$ cat config.mk
export PLATFORM = sky130hd
export DESIGN_NAME = audio_decimate_dcblock_quantize
export DESIGN_NICKNAME = d
export VERILOG_FILES = /design/src/sv/adq_pkg.sv /design/src/sv/audio_decimate_dcblock_quantize.sv /design/src/sv/adq_datapath.sv /design/src/sv/adq_framer.sv
export SDC_FILE = /design/constraint.sdc
export NUM_CORES = 1
export LEC_CHECK = 0
export BUFFER_PORTS_ARGS = -buffer_cell sky130_fd_sc_hd__buf_4
export CORE_MARGIN = 4
export CORE_UTILIZATION = 41
export DETAILED_ROUTE_END_ITERATION = 12
export GPL_TIMING_DRIVEN = 1
export PLACE_DENSITY = 0.64
export SLEW_MARGIN = 0
export SYNTH_ARGS = -nofsm -noshare
export SYNTH_HDL_FRONTEND = slang
export SYNTH_SLANG_ARGS = --single-unit
$ cat constraint.sdc
create_clock -name clock -period 14.9 [get_ports clock]
set_input_delay 0.745 -clock clock [delete_from_list [all_inputs] [get_ports clock]]
set_output_delay 0.745 -clock clock [all_outputs]
set_load 0.01 [all_outputs]
$ cat src/sv/adq_pkg.sv
package adq_pkg;

   // Raw serial-audio words carry their data in the upper 24 bits.
   localparam int RAW_WIDTH    = 32;
   localparam int RAW_SHIFT    = 8;
   localparam int SAMPLE_WIDTH = RAW_WIDTH - RAW_SHIFT;

   localparam logic [7:0] PCM_MID = 8'd128;
   localparam logic [7:0] PCM_MAX = 8'd255;

   // Configuration register indexes.
   localparam logic [1:0] CSR_AC_SHIFT      = 2'd0;
   localparam logic [1:0] CSR_TRACK_SHIFT   = 2'd1;
   localparam logic [1:0] CSR_PACKET_LENGTH = 2'd2;

   // Configuration reset values.
   localparam logic [4:0] AC_SHIFT_RESET      = 5'd11;
   localparam logic [4:0] TRACK_SHIFT_RESET   = 5'd10;
   localparam logic [7:0] PACKET_LENGTH_RESET = 8'd200;

   typedef struct packed {
      logic [4:0] ac_shift;
      logic [4:0] track_shift;
      logic [7:0] packet_length;
   } cfg_type;

   typedef struct packed {
      logic [7:0]  sample_index;
      logic [15:0] packet_seq;
      logic        last_in_packet;
   } tag_type;

endpackage

$ cat src/sv/audio_decimate_dcblock_quantize.sv
// Audio decimator, DC blocker and 8-bit PCM packetizer.
//
// Input transactions (req_valid / req_stall) carry one 32-bit serial-audio
// word each. The block drops the low 8 bits, averages samples in pairs, removes
// the DC level with a one-pole tracker and quantizes the AC part to an
// unsigned byte centered at 128. Only the second sample of a pair produces a
// result transaction (rsp_valid / rsp_stall), tagged with its index in the
// packet, the packet sequence number and a last-in-packet flag.
// The configuration channel (csr_valid / csr_ready, csr_index, csr_data) is
// always ready; writes to an index past the register list are ignored.
// Registers should be written only while no transaction is in flight.
//
// An accepted sample sits in the input register, and the result of a completed
// pair is then loaded into the output register, which drives rsp_valid.
// Throughput is one sample per cycle while req_stall is low, set by the
// input and output registers each holding one transaction. When rsp_stall
// is high the output register holds its result; first-of-pair samples still
// drain, and the input stalls only when a paired sample needs the held slot.
// Synchronous reset clears the filter state and packet counters and returns
// the registers to their defaults.
module audio_decimate_dcblock_quantize
   import adq_pkg::*;
(
   input  logic        clock,
   input  logic        reset,

   input  logic        req_valid,
   output logic        req_stall,
   input  logic [31:0] req_raw_sample,

   output logic        rsp_valid,
   input  logic        rsp_stall,
   output logic [7:0]  rsp_pcm_byte,
   output logic [7:0]  rsp_sample_index,
   output logic [15:0] rsp_packet_seq,
   output logic        rsp_last_in_packet,

   input  logic        csr_valid,
   output logic        csr_ready,
   input  logic [1:0]  csr_index,
   input  logic [7:0]  csr_data
);

   cfg_type     cfg_ff, cfg_in;

   logic        in_valid_ff, in_valid_in;
   logic [31:0] in_sample_ff, in_sample_in;

   logic        rsp_valid_ff, rsp_valid_in;
   logic [7:0]  pcm_ff;
   tag_type     tag_ff;

   logic        req_accept;
   logic        out_free;
   logic        pair_done;
   logic        consume;
   logic        produce;
   logic [7:0]  pcm_byte;
   tag_type     tag;

   // Configuration registers.
   assign csr_ready = 1'b1;

   always_comb begin
      cfg_in = cfg_ff;
      if (csr_valid && csr_ready) begin
         unique case (csr_index)
            CSR_AC_SHIFT:      cfg_in.ac_shift      = csr_data[4:0];
            CSR_TRACK_SHIFT:   cfg_in.track_shift   = csr_data[4:0];
            CSR_PACKET_LENGTH: cfg_in.packet_length = csr_data;
            default:           cfg_in = cfg_ff;
         endcase
      end
   end

   // Handshake. The output slot is free when empty or being taken this cycle.
   // A first-of-pair sample never needs the output slot.
   always_comb begin
      out_free   = !rsp_valid_ff || !rsp_stall;
      consume    = in_valid_ff && (!pair_done || out_free);
      produce    = consume && pair_done;
      req_stall  = in_valid_ff && !consume;
      req_accept = req_valid && !req_stall;

      in_valid_in  = req_accept || (in_valid_ff && !consume);
      in_sample_in = req_accept ? req_raw_sample : in_sample_ff;
      rsp_valid_in = produce || (rsp_valid_ff && rsp_stall);
   end

   adq_datapath u_datapath (
      .clock      (clock),
      .reset      (reset),
      .enable     (consume),
      .raw_sample (in_sample_ff),
      .cfg        (cfg_ff),
      .pair_done  (pair_done),
      .pcm_byte   (pcm_byte)
   );

   adq_framer u_framer (
      .clock         (clock),
      .reset         (reset),
      .enable        (produce),
      .packet_length (cfg_ff.packet_length),
      .tag           (tag)
   );

   always_ff @(posedge clock) begin
      if (reset) begin
         cfg_ff.ac_shift      <= AC_SHIFT_RESET;
         cfg_ff.track_shift   <= TRACK_SHIFT_RESET;
         cfg_ff.packet_length <= PACKET_LENGTH_RESET;
         in_valid_ff          <= 1'b0;
         rsp_valid_ff         <= 1'b0;
      end else begin
         cfg_ff       <= cfg_in;
         in_valid_ff  <= in_valid_in;
         rsp_valid_ff <= rsp_valid_in;
      end
   end

   // Payload registers.
   always_ff @(posedge clock) begin
      in_sample_ff <= in_sample_in;
      if (produce) begin
         pcm_ff <= pcm_byte;
         tag_ff <= tag;
      end
   end

   assign rsp_valid          = rsp_valid_ff;
   assign rsp_pcm_byte       = pcm_ff;
   assign rsp_sample_index   = tag_ff.sample_index;
   assign rsp_packet_seq     = tag_ff.packet_seq;
   assign rsp_last_in_packet = tag_ff.last_in_packet;

   // A completed pair always lands in the output register.
   a_produce: assert property (@(posedge clock) disable iff (reset)
      produce |=> rsp_valid_ff)
      else $error("completed pair did not reach the output register");

   // A produced result never overwrites one that is still being held.
   a_no_overwrite: assert property (@(posedge clock) disable iff (reset)
      produce |-> !(rsp_valid_ff && rsp_stall))
      else $error("result overwritten while stalled");

endmodule

$ cat src/sv/adq_datapath.sv
module adq_datapath
   import adq_pkg::*;
(
   input  logic                  clock,
   input  logic                  reset,
   input  logic                  enable,
   input  logic signed [31:0]    raw_sample,
   input  cfg_type               cfg,
   output logic                  pair_done,
   output logic [7:0]            pcm_byte
);

   logic signed [SAMPLE_WIDTH-1:0] held_sample_ff, held_sample_in;
   logic                           have_first_ff, have_first_in;
   logic signed [SAMPLE_WIDTH-1:0] dc_level_ff, dc_level_in;

   logic signed [SAMPLE_WIDTH-1:0] sample;
   logic signed [SAMPLE_WIDTH:0]   pair_sum;
   logic signed [SAMPLE_WIDTH-1:0] average;
   logic signed [SAMPLE_WIDTH:0]   dc_error;
   logic signed [SAMPLE_WIDTH:0]   dc_step;
   logic signed [SAMPLE_WIDTH:0]   dc_next;
   logic signed [SAMPLE_WIDTH:0]   ac_part;
   logic signed [SAMPLE_WIDTH:0]   ac_scaled;
   logic signed [SAMPLE_WIDTH+1:0] offset_value;

   // The second sample of a pair completes an output.
   assign pair_done = have_first_ff;

   always_comb begin
      sample       = raw_sample[RAW_WIDTH-1:RAW_SHIFT];
      pair_sum     = {held_sample_ff[SAMPLE_WIDTH-1], held_sample_ff}
                     + {sample[SAMPLE_WIDTH-1], sample};
      average      = pair_sum[SAMPLE_WIDTH:1];
      dc_error     = {average[SAMPLE_WIDTH-1], average}
                     - {dc_level_ff[SAMPLE_WIDTH-1], dc_level_ff};
      dc_step      = dc_error >>> cfg.track_shift;
      dc_next      = {dc_level_ff[SAMPLE_WIDTH-1], dc_level_ff} + dc_step;
      ac_part      = {average[SAMPLE_WIDTH-1], average} - dc_next;
      ac_scaled    = ac_part >>> cfg.ac_shift;
      offset_value = {ac_scaled[SAMPLE_WIDTH], ac_scaled}
                     + $signed({{(SAMPLE_WIDTH-6){1'b0}}, PCM_MID});
      if (offset_value[SAMPLE_WIDTH+1]) begin
         pcm_byte = 8'd0;
      end else if (offset_value > $signed({{(SAMPLE_WIDTH-6){1'b0}}, PCM_MAX})) begin
         pcm_byte = PCM_MAX;
      end else begin
         pcm_byte = offset_value[7:0];
      end
   end

   always_comb begin
      held_sample_in = held_sample_ff;
      have_first_in  = have_first_ff;
      dc_level_in    = dc_level_ff;
      if (enable) begin
         have_first_in = !have_first_ff;
         if (have_first_ff) begin
            dc_level_in = dc_next[SAMPLE_WIDTH-1:0];
         end else begin
            held_sample_in = sample;
         end
      end
   end

   always_ff @(posedge clock) begin
      if (reset) begin
         held_sample_ff <= '0;
         have_first_ff  <= 1'b0;
         dc_level_ff    <= '0;
      end else begin
         held_sample_ff <= held_sample_in;
         have_first_ff  <= have_first_in;
         dc_level_ff    <= dc_level_in;
      end
   end

   // The DC level moves only when a pair completes.
   a_dc_hold: assert property (@(posedge clock) disable iff (reset)
      !(enable && have_first_ff) |=> $stable(dc_level_ff))
      else $error("DC level changed without a completed pair");

   // Every consumed sample flips the pairing phase.
   a_phase_flip: assert property (@(posedge clock) disable iff (reset)
      enable |=> (have_first_ff != $past(have_first_ff)))
      else $error("pairing phase did not advance");

endmodule

$ cat src/sv/adq_framer.sv
module adq_framer
   import adq_pkg::*;
(
   input  logic       clock,
   input  logic       reset,
   input  logic       enable,
   input  logic [7:0] packet_length,
   output tag_type    tag
);

   logic [7:0]  fill_count_ff, fill_count_in;
   logic [15:0] seq_number_ff, seq_number_in;
   logic [7:0]  fill_next;
   logic        closes;

   always_comb begin
      fill_next          = fill_count_ff + 8'd1;
      // A zero packet length acts as a length of one.
      closes             = (fill_next >= packet_length) || (fill_next == 8'd0);
      tag.sample_index   = fill_count_ff;
      tag.packet_seq     = seq_number_ff;
      tag.last_in_packet = closes;
   end

   always_comb begin
      fill_count_in = fill_count_ff;
      seq_number_in = seq_number_ff;
      if (enable) begin
         if (closes) begin
            fill_count_in = 8'd0;
            seq_number_in = seq_number_ff + 16'd1;
         end else begin
            fill_count_in = fill_next;
         end
      end
   end

   always_ff @(posedge clock) begin
      if (reset) begin
         fill_count_ff <= '0;
         seq_number_ff <= '0;
      end else begin
         fill_count_ff <= fill_count_in;
         seq_number_ff <= seq_number_in;
      end
   end

   // Closing a packet restarts the index and advances the sequence number.
   a_close: assert property (@(posedge clock) disable iff (reset)
      (enable && closes) |=> (fill_count_ff == 8'd0)
                             && (seq_number_ff == $past(seq_number_ff) + 16'd1))
      else $error("packet close did not restart the index");

   // The fill count can never reach the top code.
   a_fill_range: assert property (@(posedge clock) disable iff (reset)
      fill_count_ff != 8'd255)
      else $error("fill count out of range");

endmodule

==> results.md <==
- IR Drop Worst-Case VDD: roughly 0.14 mV
- First-pass GRT wire length: about 62,000 um
- Pre-CTS setup slack: around 0.55 ns
- Clock skew: approximately 0.0094 ns
- Total number of vias: about 13,000
- Final Cycle Share: between 90 and 100%
- Warnings, synthesis: 0
- Post-DRT Antenna Nets: 0
- Clock sinks: 150
- Final cell count without fillers: 2,225
- Maxcap violations: 0
- P&R area growth vs syn: 11.5%
- CP top delay family: compound AO/OA/AOI/OAI gates
- Die area: around 38,000 sq um
- GRT overflow: 0
- Post-route setup slack: ~0.9 ns
- Clk root buf: clkbuf_16
- Total wire length: about 38,000 um
- Mean Syn Cell Area: 8.23 sq um
- Max-slew violation count: 0
- Rows: between 60 and 70
- Fill cell count: between 3,000 and 4,000
- Largest net degree at the start of global routing: between 90 and 100
- Htree depth: 4
- Die Span X: between 150 and 200 um
- Fmax: approximately 0.071 GHz
- Post-synth EDFFs: between 50 and 60
- Clk Latency, worst-skew pair: approximately 0.45 ns
- Core box area: approximately 34,000 sq um
- WP data arrival: 14.19 ns
- Syn_nets: 1,879
- Io pins: 83
- DR vias/cell: around 5.8
- Rel. slew slack: about a quarter
- Distinct cells, synth: 117
- Cell Area, Synth: between 10,000 and 15,000 sq um
- Final nets: about 1,900
- CTS tree: done
- Post-Synthesis Cells: roughly 1,700
- Endpoints failing hold: 0
- Final min period: approximately 14 ns
- Asr flop ratio synth: 0%
- Routability cong.: 0.952
- Buf/Inv on CP: 3
- Most used DFF post-synth: dfxtp_1
- Crit path capture type: flip-flop
- Min-delay worst type: reg2reg
- Die Y: ~190 um
- Starting density of the core: a little over two fifths
- Register area share after synthesis: approximately a quarter
- Initial antenna violation count: 0
- Crit path top cell by count: a21oi_1
- Post-DP HPWL: approximately 29,000 um
- DRT iter0 DRCs: approximately 730
- Slowest stage cell, crit path: mux4_2
- P per Cell Area: 173 nW/um^2
- Max incr delay on CP: 0.56 ns
- Slew @ Worst Pin: 1.12 ns
- CTS clock-pin slew for the worst setup and hold paths: 0.06 ns
- Drt drc: 0
- Total power: around 2.7 mW
- Number of global-route vias before repair: approximately 12,000
- Fraction of layout cells with a size suffix above 1: about 14%
- Antenna cell count: 0
- Num CTS Buffers: 17
- Crit Path Max Fanout: 7
- Inst Count DP: 2,192
- Final setup fails: 0
- Seq cells post-synth: 150
- Setup Crit Path Kind: reg2reg
- Clk buf depth: 2
- GRT Overall Usage: between 15 and 20%
- Data required, critical path: between 15 and 20 ns
- IO Port Bufs: 73
- Outcome: finished clean
- WL/cell: between 15 and 20 um
- First drt pass iteration count: 5
- CP Launch Type: flip-flop
- Leak Pwr: around 6.3 nW
- Post-layout util: between 40% and 50%
what timing repair did:
item | in CTS | in global routing
buffers inserted | 0 | 1
gates resized for setup | 0 | 30
setup endpoints to repair | 0 | 8
hold buffers | 0 | 0
synth_stat cells (33+ instances only):
cell type / instances / share of area (%)
nand2_1: 173 / 4.6
o21ai_0: 83 / 2.9
inv_1: 77 / 2.0
nand3_1: 35 / 1.2
dfxtp_1: 93 / 13
clkbuf_1: 48 / 1.3
a211oi_1: 33 / 1.7
xor2_1: 40 / 2.5
a21oi_1: 170 / 6.0
edfxtp_1: 57 / 12
nor3_1: 34 / 1.2
ha_1: 106 / 9.4
xnor2_1: 57 / 3.5
nor2_1: 175 / 4.6
mux2i_1: 50 / 3.5
power by group:
| part | switching (mW) | leakage, nW | internal (mW) |
|---|---|---|---|
| Sequential | 0.0108 | 1.26 | 0.448 |
| Clock | 0.181 | 0.302 | 0.282 |
| Combinational | 1.07 | 4.77 | 0.735 |
| Total | 1.27 | 6.33 | 1.46 |
per-layer routing:
metal | vias to the layer above | global-route usage (%) | share of wire [%]
li1 | 6431 | - | -
met1 | 6062 | 26.5 | 46
met2 | 275 | 32.9 | 47
met3 | 61 | 2.87 | 4.2
met4 | 0 | 5.65 | 2.2
met5 | - | 0 | 0
through the flow:
step / TNS [ns] / area (sq um) / hold WS, ns
after floorplan: 0 / 14200 / 0.428
after global placement: 0 / 15000 / 0.438
after detailed placement: 0 / 15000 / 0.447
after CTS: 0 / 15700 / 0.445
after global routing: -0.265 / 15800 / 0.449
final: 0 / 15800 / 0.456
cell usage in the layout (no fill, tap or decap), drive strengths merged, types with 15 or more instances in the layout:
cell type / synthesis / final
a21oi: 176 / 176
nor2: 175 / 175
nand2: 173 / 173
ha: 106 / 106
buf: 17 / 103
dfxtp: 93 / 93
o21ai: 93 / 93
inv: 78 / 81
xnor2: 60 / 60
edfxtp: 57 / 57
mux2i: 50 / 50
xor2: 41 / 41
nor3: 36 / 36
nand3: 35 / 35
a21o: 33 / 33
a211oi: 33 / 33
and3: 25 / 25
a31oi: 24 / 24
nor2b: 24 / 24
nand2b: 21 / 21
o211ai: 20 / 20
clkbuf: 62 / 19
or3: 17 / 17
mux2: 16 / 16
mux4: 16 / 16
o21bai: 15 / 15
state kept, by name, summed over array words and instances, names as in the netlist:
register and cells:
u_datapath.dc_level_ff 24, rsp_sample_index 8, rsp_packet_seq 16, rsp_pcm_byte 8
u_framer.fill_count_ff 8, rsp_valid 1, cfg_ff 18, u_framer.seq_number_ff 16
u_datapath.pair_done 1, rsp_last_in_packet 1, in_valid_ff 1, in_sample_ff 24
u_datapath.held_sample_ff 24
layout make-up:
class / count / area [sq um] / share of cell area, %
clock inverters: 13 / 193 / 1.22
repair buffers: 103 / 773 / 4.90
well taps: 448 / 561 / 3.55
multi-input cells: 1409 / 9950 / 63.0
flip-flops and latches: 150 / 3570 / 22.6
clock buffers: 19 / 433 / 2.74
inverters: 83 / 312 / 1.97
worst register-to-register path: cells and delay by family, from the launching register on:
| kind | cells | cell delay (ns) |
|---|---|---|
| AOI/OAI and AO/OA | 30 | 6.52 |
| adders and majority gates | 4 | 1.29 |
| muxes | 2 | 0.79 |
| DFF | 1 | 0.42 |
| buffers and inverters | 3 | 0.60 |
| xor gates and xnor gates | 5 | 1.12 |
| and+or+nand+nor | 15 | 3.01 |
path summary, 6_finish.rpt:
check                               startpoint                            to  slack, ns  cells past startpoint
setup / recovery               in_sample_ff[9]               rsp_pcm_byte[1]       0.88                     59
hold / removal    u_datapath.held_sample_ff[5]  u_datapath.held_sample_ff[5]       0.46                      2
setup reg to reg               in_sample_ff[9]               rsp_pcm_byte[1]       0.88                     59
hold reg to reg   u_datapath.held_sample_ff[5]  u_datapath.held_sample_ff[5]       0.46                      2
cell families (layout without fill, tap and decap cells):
family          count (synthesis)  after routing  synth area share, %
compound gates                544            544                 26.2
xor+xnor                      101            101                 6.46
fa+ha+maj                     110            110                 9.93
buf+inv                       163            218                 5.49
flops                         150            150                 25.2
mux                            82             82                 7.38
other cells                     1              1               0.0265
simple gates                  571            571                 19.2
(Power assumes the default switching activity.)
